$ cat src/design/ps2_mouse_packet_cursor_assert.svh
// Assertion macros shared by the mouse packet cursor RTL.
// Included by modules that carry concurrent checks; needs no package.
`ifndef PS2_MOUSE_PACKET_CURSOR_ASSERT_SVH
`define PS2_MOUSE_PACKET_CURSOR_ASSERT_SVH

// Same-cycle implication, held off while reset is asserted.
`define PS2MC_ASSERT_NOW(lbl, clk, rstn, ante, cons) \
    lbl: assert property (@(posedge clk) disable iff (!(rstn)) (ante) |-> (cons)) \
        else $error("ps2mc same-cycle check failed");

// Next-cycle implication, held off while reset is asserted.
`define PS2MC_ASSERT_NEXT(lbl, clk, rstn, ante, cons) \
    lbl: assert property (@(posedge clk) disable iff (!(rstn)) (ante) |=> (cons)) \
        else $error("ps2mc next-cycle check failed");

`endif

$ cat src/design/ps2mc_pkg.sv
// Shared types, constants and helpers for the mouse packet cursor.
// No dependencies; used by all ps2mc modules and the top level.
`timescale 1ns / 1ps

package ps2mc_pkg;

    localparam int COORD_W = 12;
    localparam int BYTE_W  = 8;
    localparam int BTN_W   = 3;
    localparam int CFG_IDX_W = 4;

    // Config register indexes
    localparam logic [CFG_IDX_W-1:0] REG_X_LIMIT = 4'd0;
    localparam logic [CFG_IDX_W-1:0] REG_Y_LIMIT = 4'd1;
    localparam logic [CFG_IDX_W-1:0] REG_HOME_X  = 4'd2;
    localparam logic [CFG_IDX_W-1:0] REG_HOME_Y  = 4'd3;

    // Reset values
    localparam logic [COORD_W-1:0] X_LIMIT_RST = 12'd799;
    localparam logic [COORD_W-1:0] Y_LIMIT_RST = 12'd599;
    localparam logic [COORD_W-1:0] HOME_X_RST  = 12'd400;
    localparam logic [COORD_W-1:0] HOME_Y_RST  = 12'd300;

    // Flag byte fields
    localparam logic [BYTE_W-1:0] SYNC_MASK = 8'h08;
    localparam logic [BYTE_W-1:0] OVF_MASK  = 8'hC0;
    localparam int XSIGN_BIT = 4;
    localparam int YSIGN_BIT = 5;

    typedef struct packed {
        logic [COORD_W-1:0] x_limit;
        logic [COORD_W-1:0] y_limit;
    } ps2mc_limits_t;

    typedef struct packed {
        logic [COORD_W-1:0] cursor_x;
        logic [COORD_W-1:0] cursor_y;
        logic [BTN_W-1:0]   buttons;
        logic               packet_done;
        logic               overflow_drop;
        logic               moved;
    } ps2mc_result_t;

    // Clamp a signed coordinate sum to 0..limit.
    function automatic logic [COORD_W-1:0] clamp_coord(
        input logic signed [COORD_W+1:0] v,
        input logic [COORD_W-1:0]        limit
    );
        logic [COORD_W-1:0] r;
        if (v[COORD_W+1]) begin
            r = '0;
        end else if (v[COORD_W:0] > {1'b0, limit}) begin
            r = limit;
        end else begin
            r = v[COORD_W-1:0];
        end
        return r;
    endfunction

endpackage

$ cat src/design/ps2mc_cfg_regs.sv
// Configuration register file for the mouse packet cursor.
// Depends on ps2mc_pkg.
`timescale 1ns / 1ps

module ps2mc_cfg_regs (
    input  logic                             aclk,
    input  logic                             aresetn,
    input  logic                             cfg_valid,
    input  logic [ps2mc_pkg::CFG_IDX_W-1:0]  cfg_index,
    input  logic [ps2mc_pkg::COORD_W-1:0]    cfg_wdata,
    output ps2mc_pkg::ps2mc_limits_t         limits
);
    import ps2mc_pkg::*;

    logic [COORD_W-1:0] x_limit_reg, x_limit_next;
    logic [COORD_W-1:0] y_limit_reg, y_limit_next;

    // No home registers are kept here: the cursor resets to the home defaults, so
    // writes to the home indexes are accepted and have no further effect.
    always_comb begin
        x_limit_next = x_limit_reg;
        y_limit_next = y_limit_reg;
        if (cfg_valid) begin
            case (cfg_index)
                REG_X_LIMIT: x_limit_next = cfg_wdata;
                REG_Y_LIMIT: y_limit_next = cfg_wdata;
                default: ;
            endcase
        end
    end

    always_ff @(posedge aclk) begin
        if (!aresetn) begin
            x_limit_reg <= X_LIMIT_RST;
            y_limit_reg <= Y_LIMIT_RST;
        end else begin
            x_limit_reg <= x_limit_next;
            y_limit_reg <= y_limit_next;
        end
    end

    assign limits.x_limit = x_limit_reg;
    assign limits.y_limit = y_limit_reg;

endmodule

$ cat src/design/ps2mc_decode.sv
// Packet sync, delta build, cursor add/clamp and button state.
// Depends on ps2mc_pkg and ps2_mouse_packet_cursor_assert.svh.
`timescale 1ns / 1ps
`include "ps2_mouse_packet_cursor_assert.svh"

module ps2mc_decode (
    input  logic                          aclk,
    input  logic                          aresetn,
    input  logic                          step,
    input  logic [ps2mc_pkg::BYTE_W-1:0]  rx_byte,
    input  ps2mc_pkg::ps2mc_limits_t      limits,
    output ps2mc_pkg::ps2mc_result_t      result
);
    import ps2mc_pkg::*;

    localparam logic [1:0] PH_SYNC   = 2'd0;
    localparam logic [1:0] PH_XDELTA = 2'd1;
    localparam logic [1:0] PH_YDELTA = 2'd2;

    logic [1:0]         phase_reg,  phase_next;
    logic [BYTE_W-1:0]  flag_reg,   flag_next;
    logic [BYTE_W-1:0]  xdelta_reg, xdelta_next;
    logic [COORD_W-1:0] pos_x_reg,  pos_x_next;
    logic [COORD_W-1:0] pos_y_reg,  pos_y_next;
    logic [BTN_W-1:0]   btn_reg,    btn_next;
    logic               done, drop, moved;

    logic signed [COORD_W+1:0] dx_ext, dy_ext, sum_x, sum_y;
    logic [COORD_W-1:0]        clamp_x, clamp_y;

    // 9-bit deltas, sign from the flag byte, widened to 14 bits
    assign dx_ext = {{(COORD_W+2-BYTE_W){flag_reg[XSIGN_BIT]}}, xdelta_reg};
    assign dy_ext = {{(COORD_W+2-BYTE_W){flag_reg[YSIGN_BIT]}}, rx_byte};
    assign sum_x  = $signed({2'b00, pos_x_reg}) + dx_ext;
    assign sum_y  = $signed({2'b00, pos_y_reg}) - dy_ext;  // screen y runs down
    assign clamp_x = clamp_coord(sum_x, limits.x_limit);
    assign clamp_y = clamp_coord(sum_y, limits.y_limit);

    always_comb begin
        phase_next  = phase_reg;
        flag_next   = flag_reg;
        xdelta_next = xdelta_reg;
        pos_x_next  = pos_x_reg;
        pos_y_next  = pos_y_reg;
        btn_next    = btn_reg;
        done        = 1'b0;
        drop        = 1'b0;
        moved       = 1'b0;
        case (phase_reg)
            PH_XDELTA: begin
                xdelta_next = rx_byte;
                phase_next  = PH_YDELTA;
            end
            PH_YDELTA: begin
                phase_next = PH_SYNC;
                if ((flag_reg & OVF_MASK) != '0) begin
                    drop = 1'b1;
                end else begin
                    pos_x_next = clamp_x;
                    pos_y_next = clamp_y;
                    btn_next   = flag_reg[BTN_W-1:0];
                    done       = 1'b1;
                    moved      = (clamp_x != pos_x_reg) || (clamp_y != pos_y_reg)
                                 || (flag_reg[BTN_W-1:0] != btn_reg);
                end
            end
            default: begin
                // waiting for sync; the unused phase code lands here too
                if ((rx_byte & SYNC_MASK) != '0) begin
                    flag_next  = rx_byte;
                    phase_next = PH_XDELTA;
                end else begin
                    phase_next = PH_SYNC;
                end
            end
        endcase
    end

    always_ff @(posedge aclk) begin
        if (!aresetn) begin
            phase_reg  <= PH_SYNC;
            flag_reg   <= '0;
            xdelta_reg <= '0;
            pos_x_reg  <= HOME_X_RST;
            pos_y_reg  <= HOME_Y_RST;
            btn_reg    <= '0;
        end else if (step) begin
            phase_reg  <= phase_next;
            flag_reg   <= flag_next;
            xdelta_reg <= xdelta_next;
            pos_x_reg  <= pos_x_next;
            pos_y_reg  <= pos_y_next;
            btn_reg    <= btn_next;
        end
    end

    assign result.cursor_x      = pos_x_next;
    assign result.cursor_y      = pos_y_next;
    assign result.buttons       = btn_next;
    assign result.packet_done   = done;
    assign result.overflow_drop = drop;
    assign result.moved         = moved;

    `PS2MC_ASSERT_NOW(a_clamp_x, aclk, aresetn, step && done, pos_x_next <= limits.x_limit)
    `PS2MC_ASSERT_NOW(a_clamp_y, aclk, aresetn, step && done, pos_y_next <= limits.y_limit)
    `PS2MC_ASSERT_NOW(a_done_xor_drop, aclk, aresetn, done || drop, done != drop)
    `PS2MC_ASSERT_NOW(a_moved_needs_done, aclk, aresetn, moved, done)
    `PS2MC_ASSERT_NEXT(a_done_resyncs, aclk, aresetn, step && (done || drop), phase_reg == PH_SYNC)

endmodule

$ cat src/design/ps2_mouse_packet_cursor.sv
// Top level of the PS/2 three-byte mouse packet decoder with clamped cursor.
// Depends on ps2mc_pkg, ps2mc_cfg_regs and ps2mc_decode.
`timescale 1ns / 1ps

// Takes one received mouse byte per item and returns one result item per byte:
// the cursor position, the button bits and the packet status. Sync is found by
// skipping bytes with bit 3 clear while waiting for a flag byte; the next two
// bytes are the X and Y deltas. A packet with either overflow bit set is
// dropped (overflow_drop) and the decoder goes back to waiting for sync. An
// accepted packet adds X, subtracts Y (screen y grows downward), clamps both
// to 0..limit and loads the buttons (packet_done, plus moved if anything
// changed). The clamp only happens on an accepted packet, so a lowered limit
// takes effect at the next packet. The cursor starts at 400,300 after reset;
// home_x/home_y writes are accepted but only the reset value is ever used.
// Throughput is one byte per clock while m_ready holds high; a result is on
// the m_ side once its byte has passed the input register and then the result
// register, with the decode and add/clamp between them. While a result waits
// for m_ready the input register takes one more byte, then s_ready stays low
// until the result is taken.
// Config writes are always taken (cfg_ready is tied high) and should be made
// while idle.

module ps2_mouse_packet_cursor (
    input  logic                              aclk,
    input  logic                              aresetn,
    // byte input
    input  logic                              s_valid,
    output logic                              s_ready,
    input  logic [ps2mc_pkg::BYTE_W-1:0]      s_rx_byte,
    // result output
    output logic                              m_valid,
    input  logic                              m_ready,
    output logic [ps2mc_pkg::COORD_W-1:0]     m_cursor_x,
    output logic [ps2mc_pkg::COORD_W-1:0]     m_cursor_y,
    output logic [ps2mc_pkg::BTN_W-1:0]       m_buttons,
    output logic                              m_packet_done,
    output logic                              m_overflow_drop,
    output logic                              m_moved,
    // config write
    input  logic                              cfg_valid,
    output logic                              cfg_ready,
    input  logic [ps2mc_pkg::CFG_IDX_W-1:0]   cfg_index,
    input  logic [ps2mc_pkg::COORD_W-1:0]     cfg_wdata
);
    import ps2mc_pkg::*;

    logic               in_vld_reg, in_vld_next;
    logic [BYTE_W-1:0]  in_byte_reg;
    logic               out_vld_reg, out_vld_next;
    ps2mc_result_t      out_res_reg;
    ps2mc_result_t      dec_res;
    ps2mc_limits_t      limits;
    logic               advance;
    logic               s_take;

    assign cfg_ready = 1'b1;

    ps2mc_cfg_regs u_cfg (
        .aclk      (aclk),
        .aresetn   (aresetn),
        .cfg_valid (cfg_valid),
        .cfg_index (cfg_index),
        .cfg_wdata (cfg_wdata),
        .limits    (limits)
    );

    // Byte in the input register moves into the decoder when the result
    // register is free or being emptied this cycle.
    assign advance = in_vld_reg && (!out_vld_reg || m_ready);
    assign s_ready = !in_vld_reg || advance;
    assign s_take  = s_valid && s_ready;

    ps2mc_decode u_dec (
        .aclk    (aclk),
        .aresetn (aresetn),
        .step    (advance),
        .rx_byte (in_byte_reg),
        .limits  (limits),
        .result  (dec_res)
    );

    always_comb begin
        in_vld_next = in_vld_reg;
        if (s_take) begin
            in_vld_next = 1'b1;
        end else if (advance) begin
            in_vld_next = 1'b0;
        end
        out_vld_next = out_vld_reg;
        if (advance) begin
            out_vld_next = 1'b1;
        end else if (m_ready) begin
            out_vld_next = 1'b0;
        end
    end

    // handshake flags
    always_ff @(posedge aclk) begin
        if (!aresetn) begin
            in_vld_reg  <= 1'b0;
            out_vld_reg <= 1'b0;
        end else begin
            in_vld_reg  <= in_vld_next;
            out_vld_reg <= out_vld_next;
        end
    end

    // payload registers, no reset
    always_ff @(posedge aclk) begin
        if (s_take) begin
            in_byte_reg <= s_rx_byte;
        end
        if (advance) begin
            out_res_reg <= dec_res;
        end
    end

    assign m_valid         = out_vld_reg;
    assign m_cursor_x      = out_res_reg.cursor_x;
    assign m_cursor_y      = out_res_reg.cursor_y;
    assign m_buttons       = out_res_reg.buttons;
    assign m_packet_done   = out_res_reg.packet_done;
    assign m_overflow_drop = out_res_reg.overflow_drop;
    assign m_moved         = out_res_reg.moved;

endmodule

$ cat config.mk
export PLATFORM = sky130hd
export DESIGN_NAME = ps2_mouse_packet_cursor
export DESIGN_NICKNAME = d
export VERILOG_FILES = /design/src/design/ps2mc_pkg.sv /design/src/design/ps2mc_cfg_regs.sv /design/src/design/ps2mc_decode.sv /design/src/design/ps2_mouse_packet_cursor.sv
export VERILOG_INCLUDE_DIRS = /design/src /design/src/design
export SDC_FILE = /design/constraint.sdc
export NUM_CORES = 1
export LEC_CHECK = 0
export ABC_AREA = 1
export BUFFER_PORTS_ARGS = -buffer_cell sky130_fd_sc_hd__buf_4
export CAP_MARGIN = 5
export CORE_MARGIN = 1
export CORE_UTILIZATION = 60
export DETAILED_ROUTE_END_ITERATION = 16
export PLACE_DENSITY = 0.78
export SETUP_SLACK_MARGIN = 0.5
export SLEW_MARGIN = 10
export SYNTH_ARGS = -nofsm -noshare
export SYNTH_HDL_FRONTEND = slang
export SYNTH_SLANG_ARGS = --single-unit
$ cat constraint.sdc
create_clock -name aclk -period 6.1 [get_ports aclk]
set_input_delay 0.915 -clock aclk [delete_from_list [all_inputs] [get_ports aclk]]
set_output_delay 0.915 -clock aclk [all_outputs]
set_load 0.02 [all_outputs]
==> results of run 1 <==
==> worst max-delay path, stage by stage (launching register included) <==
cell	delay (ns)
dfxtp_1	0.40
ha_1	0.25
inv_1	0.09
fa_1	0.39
nand3b_1	0.17
nand2_1	0.17
a21oi_1	0.13
o21bai_1	0.17
xor2_1	0.22
inv_1	0.07
ha_1	0.29
nand3_1	0.09
o211ai_1	0.61
nand2_1	0.49
nand2_1	0.19
nand3_1	0.13
nand2_1	0.11
inv_1	0.04
nor2_1	0.11
nand2_1	0.09
nor2_1	0.26
nand2_1	0.09
nor2_1	0.10
nor2_1	0.04
==> report_power, final <==
part | switching, mW | internal (mW) | total [mW]
logic | 0.404 | 0.215 | 0.619
clock network | 0.282 | 0.367 | 0.649
registers | 0.0269 | 0.782 | 0.809
==> synth_stat cells (all sizes together), types with 5 or more instances <==
cell	count	area [um^2]
xnor2	7	61.3
edfxtp	38	1140
clkbuf	20	75.1
xor2	15	150
a21oi	94	474
a211oi	16	120
nor2	83	312
nand3	69	380
nand4	29	181
inv	139	522
o211ai	9	72.6
nand3b	5	41.3
dfxtp	70	1400
o21ai	48	240
nand2	182	698
ha	52	651
buf	14	93.8
==> logic make-up (layout without fill, tap and decap cells) <==
group,count (synthesis),after routing,synth area share
simple gates,372,372,0.242
xor+xnor,22,22,0.0312
compound gates,178,178,0.146
fa+ha+maj,54,54,0.102
other cells,1,1,0.000553
flops,108,108,0.375
buf+inv,175,222,0.103
==> area by class of cell <==
cell class,instances,area [um^2]
Timing Repair Buffer,65,488
Sequential cell,108,2540
Tap cell,140,175
Clock buffer,9,225
Clock inverter,7,105
Multi-Input combinational cell,627,3530
Inverter,141,529
Fill cell,964,3340
==> final timing paths <==
kind,start,endpoint,slack (ns),cells past startpoint
max,u_dec.pos_x_reg[0],m_moved,1.13,23
min,u_dec.flag_reg[7],u_dec.flag_reg[7],0.45,2
max reg2reg,u_dec.pos_x_reg[0],m_moved,1.13,23
min reg2reg,u_dec.flag_reg[7],u_dec.flag_reg[7],0.45,2
==> through the flow <==
step                std cells  setup slack, ns  power, mW   util  cell area, um^2
finish                   1097             1.13       2.08  0.695             7600
global route             1097            0.775       2.19  0.695             7600
CTS                      1097             1.25       2.07  0.695             7600
detailed placement       1081             1.26       1.43  0.665             7270
global placement         1081             1.38       1.42  0.665             7270
floorplan                 910             2.49       1.30      -             6780
==> metal layers <==
| layer | wire length, um | vias to the layer above | global-route usage |
|---|---|---|---|
| met2 | 7690 | 185 | 0.486 |
| met3 | 1070 | 29 | 0.0687 |
| met1 | 7730 | 2764 | 0.411 |
| li1 | - | 3099 | - |
| met5 | 0 | - | 0 |
| met4 | 395 | 0 | 0.108 |
==> reports/results.ini, run 1 <==
[status]
outcome = finished, final reports clean

[cts]
clk_pin_slew_ns = 0.08
htreeDepth = 3
cts-resized-gates = 0
cts_tree = built
post_cts_buffers = 0
cts.sinks = 108
hold_buffers = 0
root_buffer = clkbuf_16
cts_buffers = 9
clkLatencyLatePin_ns = 0.36
cts.path.max_buffers = 2

[detailed_routing]
wl_per_cell_um = 15.4
detail-route-antenna-nets = 0
num_vias = 6077
viasPerCell = 5.54
route.detailed.drc = 0
wl_um = 16900
first_pass_iters = 5
drtIter0Drc = 368

[floorplanning]
core_um2 = 10900
rows = 38
fp.dieW_um = 108
start_util = 0.620
dieArea_um2 = 11700
die_h_um = 108
io_pins = 62

[timing]
final-max-slew-violation-count = 0
rsz0062_at_grt = no
clock_skew_ns = 0.00831
whs_ns = 0.455
setup_violations = 0
layout_min_cycle_time_ns = 4.97
fmax_ghz = 0.201
hold_viol = 0
setup_tns_ns = 0
slew_headroom = 0.505
tightest_slew_ns = 0.740
finalCritPeriodShare = 0.815

[synth]
synth.cell_area_um2 = 6780
synth_cell_types = 39
ys.warnings.count = 0
synth_nets = 993
synth_edf_count = 38
synthArstFlopShare = 0
synth_cells = 910
avgSynthCellArea_um2 = 7.45
synth-main-ff-cell = dfxtp_1
seq_area_frac_synth = 0.375
ys_ff_latch = 108

[placed_design]
place_congestion = 0.947
hpwl_um = 12600
portBuffers = 60

[grt]
grt_pass1_wl_um = 27200
grt_pass1_vias = 5471
overflow = 0
grt.total_usage = 0.307
grt_max_degree = 48
antenna_found_initial = 0

[power]
power_density_nw_per_um2 = 273
p_leak_nw = 3.71
ir_drop_mv = 0.206

[setup_path]
start_kind = flop
critPathArrivalTime_ns = 5.07
worstSetupPathType = flop to flop
cp-end-kind = flop
cp.required_ns = 6.20
worst-path-max-fanout = 13

[cells_and_area]
n_antenna_cell = 0
syn_to_final_growth_pct = 12.2
nets = 1035
final_cell_mix = 178 x nand2_1, 137 x inv_1, 93 x a21oi_1
layout-drive-gt1-share = 0.103
final_common_cell = nand2_1

[run]
cap_violations = 0

[hold_path]
min-delay-path-class = flop to flop

Power figures use the tool's default switching activity.
==> run 2: changes to the inputs <==
--- a/config.mk
+++ b/config.mk
@@ -10,9 +10,9 @@
 export BUFFER_PORTS_ARGS = -buffer_cell sky130_fd_sc_hd__buf_4
 export CAP_MARGIN = 5
 export CORE_MARGIN = 1
-export CORE_UTILIZATION = 60
+export CORE_UTILIZATION = 55
 export DETAILED_ROUTE_END_ITERATION = 16
-export PLACE_DENSITY = 0.78
+export PLACE_DENSITY = 0.76
 export SETUP_SLACK_MARGIN = 0.5
 export SLEW_MARGIN = 10
 export SYNTH_ARGS = -nofsm -noshare
==> constraint.sdc (replaced) <==
create_clock -name aclk -period 4.3 [get_ports aclk]
set_input_delay 0.645 -clock aclk [delete_from_list [all_inputs] [get_ports aclk]]
set_output_delay 0.645 -clock aclk [all_outputs]
set_load 0.02 [all_outputs]
==> reports/results.ini, run 2 (synthesized netlist as in run 1, its figures left out) <==
[status]
outcome = finished, final reports clean

[timing]
layout_min_cycle_time_ns = 4.00
setup_violations = 0
fmax_ghz = 0.250
finalCritPeriodShare = 0.931
rsz0062_at_grt = yes
slew_headroom = 0.113
clock_skew_ns = 0.0103
tightest_slew_ns = 1.33
fin_ws_ns = 0.297
hold_viol = 0
final-max-slew-violation-count = 0

[cells_and_area]
nets = 1063
nFillCells = 1004
n_antenna_cell = 0
final_util = 0.680
final_cell_count_no_fill = 1132
final_common_cell = nand2_1
final_cell_mix = 170 x nand2_1, 134 x inv_1, 89 x buf_4
layout-drive-gt1-share = 0.196
syn_to_final_growth_pct = 20.5

[floorplanning]
core_um2 = 12000
start_util = 0.564
die_h_um = 113
rows = 40
dieArea_um2 = 12800
io_pins = 62
fp.dieW_um = 113

[power]
ir_drop_mv = 0.246
power_density_nw_per_um2 = 386
total_power_mw = 3.16
p_leak_nw = 3.93

[detailed_routing]
wl_um = 17900
num_vias = 6239
viasPerCell = 5.51
drtIter0Drc = 472
route.detailed.drc = 0
first_pass_iters = 5
wl_per_cell_um = 15.8
detail-route-antenna-nets = 0

[grt]
grt_busiest_layer = met2
met3_usage = 0.0530
met2_usage = 0.485
antenna_found_initial = 0
grt_max_degree = 43
overflow = 0
grt_pass1_wl_um = 27600
grt.total_usage = 0.280
grt_pass1_vias = 5491
met1_usage = 0.349

[setup_path]
worstSetupPathType = flop to flop
cp-end-kind = flop
worst-path-max-fanout = 7
start_kind = flop
cp.required_ns = 4.42
critPathArrivalTime_ns = 4.13

[cts]
htreeDepth = 3
cts_buffers = 9
cts.path.max_buffers = 2
clk_pin_slew_ns = 0.08
clkLatencyLatePin_ns = 0.37
cts.sinks = 108
cts_tree = built
root_buffer = clkbuf_16

[placed_design]
dp_cells = 1096
portBuffers = 60
place_congestion = 0.924
hpwl_um = 12800
pre_cts_slack_ns = 0.00766

[hold_path]
min-delay-path-class = primary input to flop

[run]
cap_violations = 0

run 2: changes by cell type in the layout (fill, tap and decap cells not counted), moves of 8 or more:
cell     before  now
nand2_1     178  170
nand3_1      62   53
a21oi_2       1   18
buf_4        65   89
a21oi_1      93   75
run 2: metrics by stage:
step | instance area (um^2) | hold slack (ns) | setup TNS (ns)
2_1_floorplan | 6780 | 0.424 | 0
3_3_place_gp | 7340 | 0.436 | 0
3_5_place_dp | 7340 | 0.439 | 0
4_1_cts | 7760 | 0.447 | 0
5_1_grt | 8170 | 0.442 | -0.0432
6_report | 8170 | 0.448 | 0
run 2: path summary, 6_finish.rpt:
kind                          start                 to  slack [ns]  cells past startpoint
setup reg to reg     in_byte_reg[0]            m_moved        0.30                     27
hold reg to reg   u_dec.flag_reg[6]  u_dec.flag_reg[6]        0.45                      2
hold / removal         s_rx_byte[7]     in_byte_reg[7]        0.45                      1
setup / recovery     in_byte_reg[0]            m_moved        0.30                     27
run 2: area by class of cell:
type                    instances  area (um^2)  area share
multi-input cells             629         3880       0.475
flip-flops and latches        108         2550       0.312
repair buffers                 91          691      0.0846
inverters                     141          529      0.0648
clock buffers                   9          225      0.0276
well taps                     147          184      0.0225
clock inverters                 7          108      0.0132
run 2: what timing repair did:
action                     in CTS  in global routing
setup endpoints to repair      27                 38
cloned                          0                  2
pin swaps                       9                 38
hold buffers                    0                  0
hold endpoints to repair        0                  0
setup buffers                   4                 14
resized for setup              15                 66
run 2: power breakdown:
part	switching (mW)	internal (mW)	total (mW)	leakage, nW
Combinational	0.666	0.403	1.07	2.84
Sequential	0.0368	1.11	1.15	0.928
Clock	0.418	0.521	0.940	0.165
run 2: worst max-delay path, cell delays in order, from the launching register on:
cell	delay [ns]
edfxtp_1	0.44
ha_2	0.22
fa_2	0.35
inv_2	0.07
nand2_2	0.05
a21oi_2	0.15
inv_1	0.07
o21bai_1	0.18
xnor2_1	0.19
inv_1	0.12
ha_4	0.29
nand2_2	0.04
inv_2	0.05
o21ai_2	0.05
nand2_1	0.07
a21oi_2	0.05
o211ai_4	0.30
nand2_4	0.14
nand2_1	0.14
nand3_2	0.09
nand2_1	0.10
nand2_1	0.06
nor2_2	0.12
nand2_1	0.08
nor2_2	0.10
nand2_1	0.07
nor2_2	0.11
nor2_1	0.04
run 2: metal layers:
metal / wire length (um) / share of wire / vias up
met1: 7610 / 0.43 / 2840
met2: 8680 / 0.49 / 199
li1: - / - / 3154
met4: 549 / 0.031 / 0
met5: 0 / 0 / -
met3: 1010 / 0.056 / 46
==> run 3: changes to the inputs <==
--- a/config.mk
+++ b/config.mk
@@ -12,7 +12,7 @@
 export CORE_MARGIN = 1
 export CORE_UTILIZATION = 55
 export DETAILED_ROUTE_END_ITERATION = 16
-export PLACE_DENSITY = 0.76
+export PLACE_DENSITY = 0.86
 export SETUP_SLACK_MARGIN = 0.5
 export SLEW_MARGIN = 10
 export SYNTH_ARGS = -nofsm -noshare
==> reports/results.ini, run 3 (synthesized netlist as in run 1, its figures left out) <==
[status]
outcome = finished, final reports clean

[cells_and_area]
syn_to_final_growth_pct = 21.6
final-seq-area_um2 = 2550
nets = 1072
multi_input_area_um2 = 3910
n_antenna_cell = 0
layout-drive-gt1-share = 0.213
final_common_cell = nand2_1
nFillCells = 924
final_cell_mix = 167 x nand2_1, 134 x inv_1, 99 x buf_4
final_util = 0.686

[detailed_routing]
first_pass_iters = 7
wl_per_cell_um = 16.2
wl_um = 18400
detail-route-antenna-nets = 0
viasPerCell = 5.72
route.detailed.drc = 0
drtIter0Drc = 484
num_vias = 6529

[timing]
hold_viol = 0
layout_min_cycle_time_ns = 4.17
rsz0062_at_grt = yes
fin_ws_ns = 0.125
whs_ns = 0.451
finalCritPeriodShare = 0.971
fmax_ghz = 0.240
tightest_slew_ns = 1.33
setup_tns_ns = 0
setup_violations = 0
clock_skew_ns = 0.00838
slew_headroom = 0.113
final-max-slew-violation-count = 0

[floorplanning]
fp.dieW_um = 113
core_um2 = 12000
io_pins = 62
start_util = 0.564
die_h_um = 113
dieArea_um2 = 12800
rows = 40

[setup_path]
critPathArrivalTime_ns = 4.28
worst-path-max-fanout = 7
r2r_cells = 26
cp.required_ns = 4.41
ff2ff_setup_slack_ns = 0.13
cp-end-kind = flop
r2r_start = in_byte_reg[0]
worstSetupPathType = flop to flop
reg2reg_to = m_moved
start_kind = flop

[grt]
overflow = 0
grt_max_degree = 41
grt_pass1_wl_um = 28000
antenna_found_initial = 1
grt.total_usage = 0.284
grt_pass1_vias = 5874

[hold_path]
hold_path_end = u_dec.flag_reg[6]
min_from = u_dec.flag_reg[6]
min-delay-path-class = flop to flop
min_path_cells = 2

[power]
p_leak_nw = 3.95
power_density_nw_per_um2 = 382
ir_drop_mv = 0.242
total_power_mw = 3.15

[run]
cap_violations = 0

[cts]
cts_tree = built
cts.sinks = 108
cts.path.max_buffers = 2
clk_pin_slew_ns = 0.07
clkLatencyLatePin_ns = 0.36
cts_buffers = 9
htreeDepth = 3
root_buffer = clkbuf_16

[placed_design]
place_congestion = 0.951
pre_cts_slack_ns = 0.0847
portBuffers = 60
hpwl_um = 12600

==> run 3: worst max-delay path by stage <==
stage,start,to,slack [ns],cells past startpoint
after floorplan,in_byte_reg[0],m_moved,0.69,26
after global placement,in_byte_reg[0],m_moved,0.12,26
after detailed placement,in_byte_reg[0],m_moved,0.08,25
after CTS,in_byte_reg[0],m_moved,0.27,26
after global routing,in_byte_reg[0],m_moved,-0.02,26
final,in_byte_reg[0],m_moved,0.13,26
==> run 3: power breakdown <==
group / internal [mW] / switching [mW] / total, mW
combinational: 0.419 / 0.715 / 1.13
sequential: 1.11 / 0.0354 / 1.15
clock: 0.462 / 0.405 / 0.867
==> run 3: critical path, cell delays in order (launching register included) <==
cell	delay [ns]
edfxtp_1	0.42
ha_2	0.23
buf_4	0.14
nand3b_1	0.17
nand2_1	0.15
a21boi_2	0.07
o21ai_0	0.28
xnor2_1	0.22
inv_1	0.09
ha_1	0.34
nand2_4	0.08
inv_2	0.07
o21ai_1	0.06
nand2_1	0.09
a21oi_2	0.05
o211ai_4	0.30
nand2_4	0.17
nand2_2	0.12
nand3_2	0.07
nand2_1	0.11
nand2_1	0.06
nor2_2	0.14
nand2_1	0.10
nor2_1	0.12
nand2_1	0.09
nor2_1	0.11
nor2_1	0.04
==> run 3: timing repair <==
action / 4_1_cts / 5_1_grt
pin swaps: 27 / 40
hold buffers: 0 / 0
gates cloned: 1 / 2
gates resized for setup: 26 / 70
setup buffers: 5 / 17
setup endpoints to repair: 9 / 47
==> run 3: final cells by class <==
type | instances | area share
Tap cell | 147 | 0.0223
Multi-Input combinational cell | 629 | 0.475
Clock inverter | 7 | 0.0105
Sequential cell | 108 | 0.309
Clock buffer | 9 | 0.0273
Inverter | 141 | 0.0642
Timing Repair Buffer | 100 | 0.0916
==> run 3: layer usage <==
layer / part of all wire / routed length [um] / global-route usage
met5: 0 / 0 / 0
met4: 0.051 / 935 / 0.157
met3: 0.068 / 1250 / 0.0530
met2: 0.47 / 8690 / 0.478
met1: 0.41 / 7560 / 0.344
==> run 3: through the flow <==
| step | std cells | instance area (um^2) |
|---|---|---|
| finish | 1141 | 8240 |
| global route | 1141 | 8240 |
| CTS | 1122 | 7850 |
| detailed placement | 1100 | 7370 |
| global placement | 1100 | 7370 |
| floorplan | 910 | 6780 |
